File: src/hw/rtl/kvm_pkg.sv
// ----------------------------------------------------------------------------
// kvm_pkg: shared types for the key/value map core
// Opcodes, controller states, the search token passed along the cell row and the broadcast write group.
// ----------------------------------------------------------------------------
package kvm_pkg;

  typedef enum logic [2:0] {
    OP_INSERT  = 3'd0,
    OP_UPDATE  = 3'd1,
    OP_INS_UPD = 3'd2,
    OP_ERASE   = 3'd3,
    OP_LOOKUP  = 3'd4,
    OP_READ    = 3'd5
  } kvm_op_e;

  typedef enum logic [1:0] {
    ST_IDLE   = 2'd0,
    ST_SCAN   = 2'd1,
    ST_FINISH = 2'd2
  } kvm_state_e;

  typedef struct packed {
    logic valid;
    logic found;
  } kvm_tok_t;

  typedef struct packed {
    logic en;
    logic set_key;
    logic set_val;
  } kvm_wr_t;

endpackage

File: src/hw/rtl/kvm_cell.sv
// ----------------------------------------------------------------------------
// kvm_cell: one entry of the key/value map
// Holds one key/value pair, compares it against the search token as the token
// passes, captures entry data for the token and takes broadcast writes.
// ----------------------------------------------------------------------------
module kvm_cell #(
  parameter int KEY_BITS   = 32,
  parameter int VALUE_BITS = 32,
  parameter int IDX_W      = 8,
  parameter int CNT_W      = 9,
  parameter int INDEX      = 0
) (
  input  logic                  clk_i,
  input  logic                  rst_ni,
  input  kvm_pkg::kvm_op_e      op_i,
  input  logic [KEY_BITS-1:0]   key_i,
  input  logic [7:0]            pos_i,
  input  logic [CNT_W-1:0]      count_i,
  input  kvm_pkg::kvm_tok_t     tok_i,
  input  logic [IDX_W-1:0]      hit_i,
  input  logic [KEY_BITS-1:0]   dk_i,
  input  logic [VALUE_BITS-1:0] dv_i,
  output kvm_pkg::kvm_tok_t     tok_o,
  output logic [IDX_W-1:0]      hit_o,
  output logic [KEY_BITS-1:0]   dk_o,
  output logic [VALUE_BITS-1:0] dv_o,
  input  kvm_pkg::kvm_wr_t      wr_i,
  input  logic [IDX_W-1:0]      wr_addr_i,
  input  logic [KEY_BITS-1:0]   wr_key_i,
  input  logic [VALUE_BITS-1:0] wr_val_i
);

  logic [KEY_BITS-1:0]   key_q, key_d;
  logic [VALUE_BITS-1:0] val_q, val_d;
  kvm_pkg::kvm_tok_t     tok_q, tok_d;
  logic [IDX_W-1:0]      hit_q, hit_d;
  logic [KEY_BITS-1:0]   dk_q, dk_d;
  logic [VALUE_BITS-1:0] dv_q, dv_d;
  logic                  live;
  logic                  match;
  logic                  is_pos;
  logic                  is_last;
  logic                  cap;
  logic                  wr_hit;

  always_comb begin
    live    = count_i > CNT_W'(INDEX);
    match   = live && (key_q == key_i);
    is_pos  = live && (INDEX == int'(pos_i));
    is_last = count_i == CNT_W'(INDEX + 1);
    unique case (op_i)
      kvm_pkg::OP_LOOKUP: cap = match && !tok_i.found;
      kvm_pkg::OP_READ:   cap = is_pos;
      kvm_pkg::OP_ERASE:  cap = is_last;
      default:            cap = 1'b0;
    endcase
    tok_d.valid = tok_i.valid;
    tok_d.found = tok_i.found | match;
    hit_d       = (match && !tok_i.found) ? IDX_W'(INDEX) : hit_i;
    dk_d        = cap ? key_q : dk_i;
    dv_d        = cap ? val_q : dv_i;
    wr_hit      = wr_i.en && (wr_addr_i == IDX_W'(INDEX));
    key_d       = (wr_hit && wr_i.set_key) ? wr_key_i : key_q;
    val_d       = (wr_hit && wr_i.set_val) ? wr_val_i : val_q;
  end

  always_ff @(posedge clk_i or negedge rst_ni) begin
    if (!rst_ni) begin
      tok_q <= '0;
    end else begin
      tok_q <= tok_d;
    end
  end

  always_ff @(posedge clk_i) begin
    hit_q <= hit_d;
    dk_q  <= dk_d;
    dv_q  <= dv_d;
    key_q <= key_d;
    val_q <= val_d;
  end

  assign tok_o = tok_q;
  assign hit_o = hit_q;
  assign dk_o  = dk_q;
  assign dv_o  = dv_q;

endmodule

File: config.mk
export PLATFORM = sky130hd
export DESIGN_NAME = kvm_cell
export DESIGN_NICKNAME = d
export VERILOG_FILES = /design/src/hw/rtl/kvm_pkg.sv /design/src/hw/rtl/kvm_cell.sv
export SDC_FILE = /design/constraint.sdc
export NUM_CORES = 1
export LEC_CHECK = 0
export BUFFER_PORTS_ARGS = -buffer_cell sky130_fd_sc_hd__buf_2
export CORE_ASPECT_RATIO = 1.1
export CORE_UTILIZATION = 48
export CTS_CLUSTER_DIAMETER = 50
export DETAILED_ROUTE_END_ITERATION = 8
export GPL_ROUTABILITY_DRIVEN = 0
export PLACE_DENSITY = 0.86
export SKIP_LAST_GASP = 1
export SLEW_MARGIN = 20
export SYNTH_ARGS = -nofsm -noshare
export SYNTH_HDL_FRONTEND = slang
export SYNTH_SLANG_ARGS = --single-unit
File: constraint.sdc
create_clock -name clk_i -period 2.1 [get_ports clk_i]
set_input_delay 0.42 -clock clk_i [delete_from_list [all_inputs] [get_ports clk_i]]
set_output_delay 0.42 -clock clk_i [all_outputs]
set_load 0.02 [all_outputs]
## Word-level counts from Yosys, hierarchy flattened

Index checks and enable logic that the tools add are counted.

| operators by class | value |
|---|---|
| bitwise operators | 1 |
| reduce and logical (&&, ||, !) cells | 9 |
| $lt $le $gt $ge | 1 |
| eq/ne operators | 5 |
| muxes and demuxes | 3 |

Operator list:

| cell | number |
|---|---|
| 32-bit two-way mux | 2 |
| 32-bit equality test | 1 |
| 8-bit zero test | 2 |
| 9-bit by 1-bit equality test with 1-bit output, second input constant | 1 |
| 9-bit by 1-bit greater-than comparator with 1-bit output, second input constant | 1 |
| 3-bit equality test, second input constant | 2 |
| 1-bit logical AND | 6 |
| 3-bit by 2-bit equality test with 1-bit output, second input constant | 1 |
| 1-bit one-hot mux with 3 select lines | 1 |
| 1-bit zero test | 1 |
| 1-bit OR | 1 |

| word-level totals | value |
|---|---|
| bits in registers | 138 |
| input bits | 203 |
| output and inout bits | 74 |
| word-level logic and storage cells | 26 |

## Depth between registers and ports, before layout

| logic depth | value |
|---|---|
| word-level depth | 5 |
| gate-level depth with buffers | 7 |
| mapped depth without buffers | 5 |

## Worst setup path after synthesis

No wires, ideal clock.

| timing path | value |
|---|---|
| path kind | in2reg |
| from | input wr_addr_i[2] |
| to | register key_q[0], enable pin |
| cell stages on the path | 3 |
| buffers on the path | 0 |
| data required time | 1,679 ps |
| setup slack | -505 ps |
| setup time | 421 ps |
| arrival | 2,184 ps |
| cell sequence | nor4_1 > nand4b_1 > nor2_1 |

| between the ends | value |
|---|---|
| longest elaborated chain between the ends | 3 |

Ends and longest elaborated chain:

| element | RTL line | text |
|---|---|---|
| start: declaration | kvm_cell.sv:28 | `input logic [IDX_W-1:0] wr_addr_i,` |
| 8-bit zero test | kvm_cell.sv:62 | `wr_hit = wr_i.en && (wr_addr_i == IDX_W'(INDEX));` |
| 1-bit logical AND | kvm_cell.sv:62 |  |
| 1-bit logical AND | kvm_cell.sv:63 | `key_d = (wr_hit && wr_i.set_key) ? wr_key_i : key_q;` |
| end signal: assignment | kvm_cell.sv:79 | `key_q <= key_d;` |
| end: declaration | kvm_cell.sv:33 | `logic [KEY_BITS-1:0] key_q, key_d;` |

No other way between the ends.
A chain may end at the register's enable or synchronous reset.

## Worst setup path after layout

| timing path | value |
|---|---|
| from | register key_q[24] |
| to | register dk_q[18] (netlist: dk_o[18]) |

| between the ends | value |
|---|---|
| longest elaborated chain between the ends | 5 |

Ends and longest elaborated chain:

| element | RTL line | text |
|---|---|---|
| 32-bit equality test | kvm_cell.sv:48 | `match = live && (key_q == key_i);` |
| 1-bit logical AND | kvm_cell.sv:48 |  |
| 1-bit logical AND | kvm_cell.sv:52 | `kvm_pkg::OP_LOOKUP: cap = match && !tok_i.found;` |
| 1-bit one-hot mux with 3 select lines | kvm_cell.sv:51 | `unique case (op_i)` |
| 32-bit two-way mux | kvm_cell.sv:60 | `dk_d = cap ? key_q : dk_i;` |
| named net dk_d[18] | kvm_cell.sv:37 | `logic [KEY_BITS-1:0] dk_q, dk_d;` |
| end signal: assignment | kvm_cell.sv:77 | `dk_q <= dk_d;` |
| end: declaration | kvm_cell.sv:37 |  |

The timed path passes the listed nets, and every way through them passes these cells.

==> results.txt <==
----------------------------------------------------
[Power]
  VDD IR-drop max ... 0.000587 V
  Sequential group share of total power ... a little under half
  Pwr per Cell Area ... between 700 and 800 nW/um^2
  Switching power total ... roughly 1.4 mW
  Combinational Power Share ... 9.3%
  Leakage power ... 3.42 nW
  Share of power burned in the clock network ... 45.3%
  Total power after layout ... 6.41 mW
  Power Internal ... 5.00 mW
  Switching portion of total power ... 22.0%

[Finish]
  Design Area, Final ... ~8700 um^2
  Final net count ... 1070
  Synth-to-Final Area Change ... 34.5%
  Fraction of final layout cells sized beyond drive strength 1 ... around two fifths

[Yosys]
  EDFF count, synth ... 64
  Top FF cell, synth ... sky130_fd_sc_hd__dfxtp_1
  Post-synth net total ... a little over 800
  Area share of xor/xnor cells in the synthesized design ... under 10%
  Combinational family with the most area after synthesis ... simple AND/OR/NAND/NOR gates
  Largest area contributor in the netlist ... sky130_fd_sc_hd__edfxtp_1
  Asr flop ratio synth ... about 1.4%
  Compound-Gate Fraction of Synth Area ... 15.2%
  Fraction of synthesized area in multiplexers ... 0%
  Post-Synth Simple-Gate Area ... 20.5%
  Post-Syn Instances ... 604
  Mean area per synthesized cell ... 10.7 um^2
  Share of the synthesized area in the top cell type ... 29.8%
  Top cells by area, synth ... sky130_fd_sc_hd__edfxtp_1 30%, sky130_fd_sc_hd__dfxtp_1 22%, sky130_fd_sc_hd__a32oi_1 8.7%, sky130_fd_sc_hd__nand3b_1 7.4%, sky130_fd_sc_hd__nor4_1 6.6%
  Flop and latch count out of synthesis ... 138
  Cell variety after synth ... 35
  Yosys Warn Count ... 0
  Most repeated cell in the gate-level netlist after synthesis ... sky130_fd_sc_hd__dfxtp_1
  Leading cell types by count after synthesis ... 72 x sky130_fd_sc_hd__dfxtp_1, 68 x sky130_fd_sc_hd__nor4_1, 66 x sky130_fd_sc_hd__nand2_1
  Synth Cell Area ... 6460 um^2
  Area share of fa/ha/maj cells after synthesis ... 0%
  Sequential fraction of the synthesis area ... a little over half

[Global routing]
  Vias in the first global route ... ~5.5k
  Pin count of the biggest net entering global routing ... 74
  Combined global-route utilization of all metal layers ... 26.9%
  Global route overflow ... 0
  Global-route wire length before repair ... 28200 um
  Initial antenna violation count ... 1

[CTS]
  Clk root buf ... sky130_fd_sc_hd__clkbuf_16
  Post-CTS clock slew at the launch and capture registers of the worst setup and hold paths ... around 60 ps
  Max clock buf depth ... 2
  Number of levels in the clock H-tree ... 4
  Clock Sink Count ... 138
  CTS tree ... yes
  Num CTS Buffers ... 17
  Clock latency of the later-clocked register in the worst-skew pair ... 420 ps

[STA]
  Final Hold Viols ... 0
  Worst slew pin tran ... 585 ps
  RSZ-0062 raised after global routing ... yes
  Final worst slack ... -39.6 ps
  Fin Clk Skew ... 10.2 ps
  Worst Hold Margin ... 106 ps
  Final Critical Period ... 2140 ps
  Fraction of the cycle the final worst path needs ... 102%
  Worst slew slack as a fraction of its limit ... 61.0%
  Max-slew violation count ... 0
  Achievable Freq ... 467 MHz
  Setup-failing EPs final ... 15

[Status]
  Violated checks ... setup timing
  Run status ... finished with violations

[Die]
  Chip height ... 124 um
  Floorplan core area ... 13200 um^2
  Ports placed on the boundary ... 277
  Die ar. ... 13900 um^2
  Die Width ... 113 um
  Cell row count ... 44
  Starting Density ... 49.1%

[Placement]
  Detailed Place HPWL ... 13400 um
  Placement Cell Area ... 8030 um^2
  Post-place setup slack ... -330 ps
  IO Port Bufs ... roughly 280

[Setup path]
  Setup Crit Path Kind ... flip-flop to flip-flop
  Sort of element at the start of the critical path ... flip-flop
  RR Startpoint ... key_q[24]
  Arrival time worst endpoint ... 2500 ps
  Critical path origin ... key_q[24]
  Worst setup EP type ... flip-flop
  CP Max Fanout ... 30
  Required @ worst endpoint ... 2460 ps

[Drt]
  Detail Route Antenna Nets ... 0
  Vias per std cell ... 5.80
  Mean routed wirelength per cell ... 18.4 um
  Drt first-iter violations ... 440
  Router iterations before antenna repair ... 5
  Via count ... about 6.0k
  Detailed-route wire length ... 19100 um
  Residual DRC count ... 0

[Job]
  Count of max-cap constraint violations ... 0

[Min path]
  Hold Startpoint ... tok_i[1]
  HP Class ... input port to flip-flop

----------------------------------------------------
[worst paths after layout]
| path | end | slack (ps) | cells after the start |
|---|---|---|---|
| min in group asynchronous | tok_o[0] | 310 | 2 |
| max reg2reg | dk_o[18] | -40 | 7 |
| max | dk_o[18] | -40 | 7 |
| min reg2reg | dv_o[6] | 500 | 2 |
| min | tok_o[1] | 110 | 1 |
| max in group asynchronous | tok_o[1] | 1690 | 2 |
[kinds of logic after synthesis]
group	Yosys count
compound gates	139
xor+xnor	32
buf+inv	73
flops	138
simple gates	222
[power by group through the flow]
stage	clock network, mW	registers, mW	logic, mW
global placement	0	2.96	0.574
detailed placement	0	2.97	0.586
finish	2.90	2.91	0.597
floorplan	0	3.06	0.172
global route	3.05	2.91	0.639
CTS	2.94	2.91	0.591
[critical path: stages (launching register included)]
cell,delay (ps)
sky130_fd_sc_hd__edfxtp_1,450
sky130_fd_sc_hd__xnor2_2,280
sky130_fd_sc_hd__nand4_1,290
sky130_fd_sc_hd__buf_4,230
sky130_fd_sc_hd__buf_4,240
sky130_fd_sc_hd__nor4_1,330
sky130_fd_sc_hd__a32oi_1,160
sky130_fd_sc_hd__o21ai_1,100
[metrics by stage]
stage	util (%)	instances	TNS (ps)
6_report	66.0	1042	-365
5_1_grt	66.0	1042	-3100
4_1_cts	65.5	1040	0
3_5_place_dp	61.0	1007	-15750
3_3_place_gp	61.0	1007	-14270
2_1_floorplan	-	604	-37420
[state kept, by name, summed over array words and instances, names as in the netlist]
signal,count
key_q,32
dv_o,32
val_q,32
tok_o,2
hit_o,8
dk_o,32
[cell usage in the layout, fill, tap and decap left out, types with 2 or more instances in the layout]
cell                        synthesis  layout
sky130_fd_sc_hd__a32oi_1           64      64
sky130_fd_sc_hd__buf_12             0      10
sky130_fd_sc_hd__buf_2             18     276
sky130_fd_sc_hd__buf_4              8      27
sky130_fd_sc_hd__clkbuf_1          21       5
sky130_fd_sc_hd__clkbuf_16          0      19
sky130_fd_sc_hd__clkbuf_8           0       2
sky130_fd_sc_hd__clkinv_2           0       3
sky130_fd_sc_hd__dfrtp_1            2       2
sky130_fd_sc_hd__dfxtp_1           72      72
sky130_fd_sc_hd__edfxtp_1          64      64
sky130_fd_sc_hd__inv_1              2       2
sky130_fd_sc_hd__nand2_1           66      66
sky130_fd_sc_hd__nand3b_1          64      64
sky130_fd_sc_hd__nand4_1            8       8
sky130_fd_sc_hd__nor2_4             0       2
sky130_fd_sc_hd__nor3_1             2       2
sky130_fd_sc_hd__nor4_1            68      63
sky130_fd_sc_hd__nor4_2             0       5
sky130_fd_sc_hd__o21ai_0           26       4
sky130_fd_sc_hd__o21ai_1           38      60
sky130_fd_sc_hd__o31a_1             8       8
sky130_fd_sc_hd__or4_4              2       3
sky130_fd_sc_hd__xnor2_1           32      28
sky130_fd_sc_hd__xnor2_2            0       4
[cell type report]
cell class	count	area (um^2)
fillers	1005	4470
flip-flops and latches	138	3410
multi-input cells	393	2670
repair buffers	315	1810
clock buffers	26	522
well taps	161	201
clock inverters	6	57.6
inverters	2	7.51
diodes	1	2.50
[what timing repair did]
action | CTS | global route
setup buffers | 0 | 1
gates resized for setup | 0 | 9
hold buffers | 1 | 0
setup endpoints to repair | 0 | 60
endpoints found under the hold margin | 2 | 0
[per-layer routing]
layer | global-route usage [%] | part of all wire [%] | up-vias
met5 | 0 | 0 | -
met4 | 16.4 | 3.1 | 0
met3 | 5.94 | 7.5 | 40
met2 | 45.1 | 50 | 341
met1 | 31.7 | 39 | 2786
li1 | - | - | 2873
No activity file was read; power rests on OpenSTA's default activity.
